File: src/design/bpfa_pkg.sv
`timescale 1ns / 1ps
// ----------------------------------------------------------------------------
// bpfa_pkg: shared types and constants for the page frame allocator
// Command codes, controller state type, controller/datapath interface.
// ----------------------------------------------------------------------------
package bpfa_pkg;

    localparam int MAX_PAGES_DEF  = 65536;
    localparam int PAGE_SHIFT_DEF = 12;
    localparam int ADDR_W         = 48;
    localparam int CNT_W          = 17;
    localparam logic [CNT_W-1:0] COUNT_MAX   = 17'h1FFFF;
    localparam logic [CNT_W-1:0] TOTAL_RESET = 17'd65536;

    typedef enum logic [2:0] {
        CMD_INIT  = 3'd0,
        CMD_MFREE = 3'd1,
        CMD_MUSED = 3'd2,
        CMD_ALLOC = 3'd3,
        CMD_FREE  = 3'd4
    } t_cmd;

    typedef enum logic [2:0] {
        ST_IDLE,
        ST_CLEAR,
        ST_RD,
        ST_WAIT,
        ST_UPD,
        ST_DONE
    } t_state;

    typedef struct packed {
        logic load;
        logic clr_step;
        logic rd;
        logic upd;
        logic done;
    } t_ctl;

    typedef struct packed {
        logic clr_last;
        logic single;
        logic span_end;
        logic found;
    } t_sts;

endpackage

File: src/design/bpfa_ctrl.sv
`timescale 1ns / 1ps
// ----------------------------------------------------------------------------
// bpfa_ctrl: allocator sequencer
// Clearing pass after reset and init, then per-word read/modify/write scan.
// ----------------------------------------------------------------------------
module bpfa_ctrl (
    input  logic            i_clk,
    input  logic            i_rst_n,
    input  logic            i_start,
    input  logic [2:0]      i_cmd,
    input  bpfa_pkg::t_sts  i_sts,
    output bpfa_pkg::t_ctl  o_ctl,
    output logic            o_busy
);
    import bpfa_pkg::*;

    t_state r_state, n_state;
    logic   r_init, n_init;

    always_ff @(posedge i_clk) begin
        if (!i_rst_n) begin
            r_state <= ST_CLEAR;
            r_init  <= 1'b0;
        end else begin
            r_state <= n_state;
            r_init  <= n_init;
        end
    end

    always_comb begin
        n_state = r_state;
        n_init  = r_init;
        o_ctl   = '0;
        o_busy  = 1'b1;
        case (r_state)
            ST_IDLE: begin
                o_busy = 1'b0;
                if (i_start) begin
                    o_ctl.load = 1'b1;
                    n_init     = (i_cmd == CMD_INIT);
                    if (i_cmd == CMD_INIT) begin
                        n_state = ST_CLEAR;
                    end else if (i_cmd == CMD_MFREE || i_cmd == CMD_MUSED ||
                                 i_cmd == CMD_ALLOC || i_cmd == CMD_FREE) begin
                        n_state = ST_RD;
                    end else begin
                        n_state = ST_DONE;
                    end
                end
            end
            ST_CLEAR: begin
                o_ctl.clr_step = 1'b1;
                if (i_sts.clr_last) begin
                    // the pass after reset has no item and gives no result
                    n_state = r_init ? ST_DONE : ST_IDLE;
                end
            end
            ST_RD: begin
                if (i_sts.span_end) begin
                    n_state = ST_DONE;
                end else begin
                    o_ctl.rd = 1'b1;
                    n_state  = ST_WAIT;
                end
            end
            ST_WAIT: begin
                n_state = ST_UPD;
            end
            ST_UPD: begin
                o_ctl.upd = 1'b1;
                if (i_sts.single || i_sts.found) begin
                    n_state = ST_DONE;
                end else begin
                    n_state = ST_RD;
                end
            end
            ST_DONE: begin
                o_ctl.done = 1'b1;
                n_state    = ST_IDLE;
            end
            default: begin
                n_state = ST_IDLE;
            end
        endcase
    end

endmodule

File: config.mk
export PLATFORM = sky130hd
export DESIGN_NAME = bpfa_ctrl
export DESIGN_NICKNAME = d
export VERILOG_FILES = /design/src/design/bpfa_pkg.sv /design/src/design/bpfa_ctrl.sv
export SDC_FILE = /design/constraint.sdc
export NUM_CORES = 1
export LEC_CHECK = 0
export BUFFER_PORTS_ARGS = -buffer_cell sky130_fd_sc_hd__buf_2
export CAP_MARGIN = 20
export CORE_AREA = 2 2 39 41
export CTS_BUF_LIST = sky130_fd_sc_hd__clkbuf_16
export DETAILED_ROUTE_END_ITERATION = 12
export DIE_AREA = 0 0 41 43
export HOLD_SLACK_MARGIN = 0.1
export PLACE_DENSITY = 0.44
export SYNTH_ARGS = -nofsm -noshare
export SYNTH_HDL_FRONTEND = slang
export SYNTH_SLANG_ARGS = --single-unit
File: constraint.sdc
create_clock -name i_clk -period 1.73 [get_ports i_clk]
set_input_delay 0.173 -clock i_clk [delete_from_list [all_inputs] [get_ports i_clk]]
set_output_delay 0.173 -clock i_clk [all_outputs]
set_load 0.05 [all_outputs]
### Yosys cells after proc, flatten, opt, wreduce, memory -nomap -nowiden

Index checks and enable logic that the tools add are counted.

* reduce and logical (&&, ||, !) cells: 8
* equal/unequal tests: 11
* muxes and demuxes: 16

Operator list (number)
* $mux 3: 7
* $pmux 3 s5: 1
* $eq 3x2->1 const B: 4
* $eq 3x3->1 const B: 3
* $mux 1: 8
* $eq 3x1->1 const B: 2
* $logic_not 3->1: 2
* $logic_or 1x1->1: 4
* $ne 2x2->1 const B: 2
* $reduce_and 2->1: 2

* register bits: 4
* input bits: 10

### Depth between registers and ports, before layout

* depth after elaboration: 8
* depth in mapped cells: 5
* depth with buffers taken out: 5

### Worst setup path after synthesis

Ideal clock, no wire load.

* path type: flip-flop to output port
* start point: register r_state[1]
* end point: output port o_ctl[2] (netlist name)
* stages on the path, launching flop included: 3
* setup slack: -35 ps
* data arrival time: 1592 ps
* cell sequence: dfxtp_1 > nand2b_1 > nor3_1

RTL lines
* start: declaration: RTL line bpfa_ctrl.sv:17 `t_state r_state, n_state;`
* start signal: assignment: RTL line bpfa_ctrl.sv:25 `r_state <= n_state;`
* end: declaration: RTL line bpfa_ctrl.sv:12 `output bpfa_pkg::t_ctl o_ctl,`

==> summary.txt <==
Logic synthesis
  – Synth top area cells: dfxtp_1 27%, a21oi_1 6.7%, o21ai_0 6.7%
  – Register area share after synthesis: 0.268
  – Area leader, netlist: dfxtp_1
  – Commonest cells post-synth: 4 x a21oi_1, 4 x dfxtp_1, 4 x o21ai_0
  – Async SR Flop Fraction: 0
  – Post-Synthesis Cell Area: 299 µm²
  – Synth Area per Inst: 7.12 µm²
  – Post-synth EDFFs: 0
  – Share of the synthesized area in the top cell type: 0.268
  – Synthesized instance count: 42
  – Syn_nets: 52
  – YS warnings: 0
  – Distinct cells, synth: 23
  – Primary FF master, synth: dfxtp_1
  – Seq cells post-synth: 4

Global routing
  – GR Util met2: 0.125
  – Gr ovfl total: 0
  – Vias in the first global route: about 270
  – Gr busiest metal: met2
  – First-pass GRT wire length: 1.09 mm
  – Met1 Use GR: 0.119
  – Antenna violations before repair: 0
  – Global-route usage over all layers: 0.0954
  – Pin count of the biggest net entering global routing: 12
  – GR Util met3: 0.0314

Floorplanning
  – Starting Density: 0.216
  – Top Ports: 16
  – Die Wd: 41 µm
  – Row cnt: 14
  – Core area: 1380 µm²
  – Die Footprint: 1760 µm²
  – Die Y: 43 µm

Power
  – Peak supply drop: 626 µV
  – Total power: around 570 µW
  – Lkg Pwr: 0.221 nW
  – PD cells: 1230 nW/µm²

STA
  – Slew headroom: 0.760
  – Tightest Pin Transition: 0.359 ns
  – Tcrit/Tclk final: 0.917
  – Final setup vio count: 0
  – Setup_tns: 0 ns
  – Max Clock Freq: ~630 MHz
  – Worst Clk Skew: 0.000644 ns
  – Final Max Slew Viols: 0
  – Hold Fails Final Rpt: 0
  – RSZ-0062 raised after global routing: false
  – Fin crit period: between 1.5 and 2 ns

Worst setup path
  – Worst EP arrival: 1.41 ns
  – CP endpoint kind: output port
  – Crit Path Class: reg2out
  – Worst path bufs/invs: 1
  – Worst r2r src: r_state[0]$_SDFFE_PN1P_
  – CP max-delay cell: dfxtp_1
  – Crit. Startpoint: r_state[0]$_SDFFE_PN1P_
  – Crit-path cells: nor3_1 > and2_2 > buf_2
  – Crit path max-delay family: simple AND/OR/NAND/NOR gates
  – Critical Path Start Type: flip-flop
  – CP Max Fanout: 11
  – Worst reg2reg setup slack: 0.45 ns
  – Max incr delay on CP: 0.40 ns
  – Worst path required time: 1.56 ns

Placement
  – Final RePlAce weighted congestion: 0.674
  – IO buf count: 15

Clock network
  – Max Root-Sink Buffers: 2
  – Clock latency on the worst-skew pair: approximately 0.22 ns
  – Buffers inserted by post-CTS timing repair: 0
  – Clk sinks: 4
  – Post-CTS Resized: 0
  – Cts hold-fix bufs: 0
  – CTS Root Cell: clkbuf_16
  – CTS Buf Count: 3
  – CTS tree: done
  – H-tree Lvls: 1
  – Worst-path clk slew: 0.03 ns

Status
  – Run status: completed

Min path
  – Worst hold start: i_rst_n
  – Hold WC Path Type: in2reg

Route
  – Drt first pass iters: 3
  – DR vias: 344
  – Initial DRC count: 10
  – Final wirelength: about 750 µm
  – Detail-routed net length per standard cell: 9.99 µm
  – DRT antenna net count: 0
  – Vias per cell: around 4.6
  – DRC: 0

Final layout
  – # diodes: 0
  – Synth-to-layout area growth: 56.9%
  – Share of cells above drive strength 1: 0.407
  – Fin nets: 71

Job
  – Max cap viols: 0
-- layout by cell type, fill, tap and decap left out, types with 2 or more instances in the layout --
master and instances:
inv_1 3, nand2_1 2, and2_1 2, buf_2 15, nor2_1 3, a21oi_1 4, nand2b_1 2, o21ai_0 4
dfxtp_1 4, nor3_1 2, clkbuf_16 3, o22ai_1 2
-- layer usage --
layer | wire length (µm) | up-vias
li1 | - | 184
met1 | 357 | 144
met2 | 324 | 14
met3 | 61 | 2
met4 | 7 | 0
met5 | 0 | -
-- sequential cells by signal (all words and copies together), names as in the netlist --
name	flops
r_state	3
r_init	1
-- through the flow --
step | area [µm²] | instances | hold slack (ns) | setup WS [ns] | utilization
global placement | 394 | 72 | 0.438 | 0.380 | 0.285
CTS | 469 | 75 | 0.219 | 0.125 | 0.339
global route | 469 | 75 | 0.236 | 0.0220 | 0.339
floorplan | 304 | 42 | 0.295 | 0.338 | -
finish | 469 | 75 | 0.214 | 0.144 | 0.339
detailed placement | 394 | 72 | 0.441 | 0.357 | 0.285
-- where the power goes --
group | switching [mW] | leakage, nW | internal, mW
Clock | 0.0563 | 0.0370 | 0.294
Sequential | 0.0131 | 0.0327 | 0.0986
Combinational | 0.0742 | 0.151 | 0.0382
-- final timing paths --
| path | endpoint | depth (start not counted) |
|---|---|---|
| setup reg to reg | r_state[0]$_SDFFE_PN1P_ | 3 |
| setup / recovery | o_ctl[4] | 3 |
| hold reg to reg | r_init$_SDFFE_PN0P_ | 3 |
| hold / removal | r_init$_SDFFE_PN0P_ | 2 |
-- cells by family (layout without fill, tap and decap cells) --
group,count (synthesis),after routing,synth area share
buffers and inverters,5,22,0.0669
multiplexers,1,1,0.0335
AND/OR/NAND/NOR,18,18,0.335
flip-flops,4,4,0.268
AO/OA/AOI/OAI,14,14,0.297
-- area by class of cell --
cell class                      count  area [µm²]
Inverter                            4        15.0
Sequential cell                     4        80.1
Fill cell                         148         915
Multi-Input combinational cell     33         204
Timing Repair Buffer               15        75.1
Clock buffer                        3        75.1
Tap cell                           16        20.0
Power figures use the tool's default switching activity.
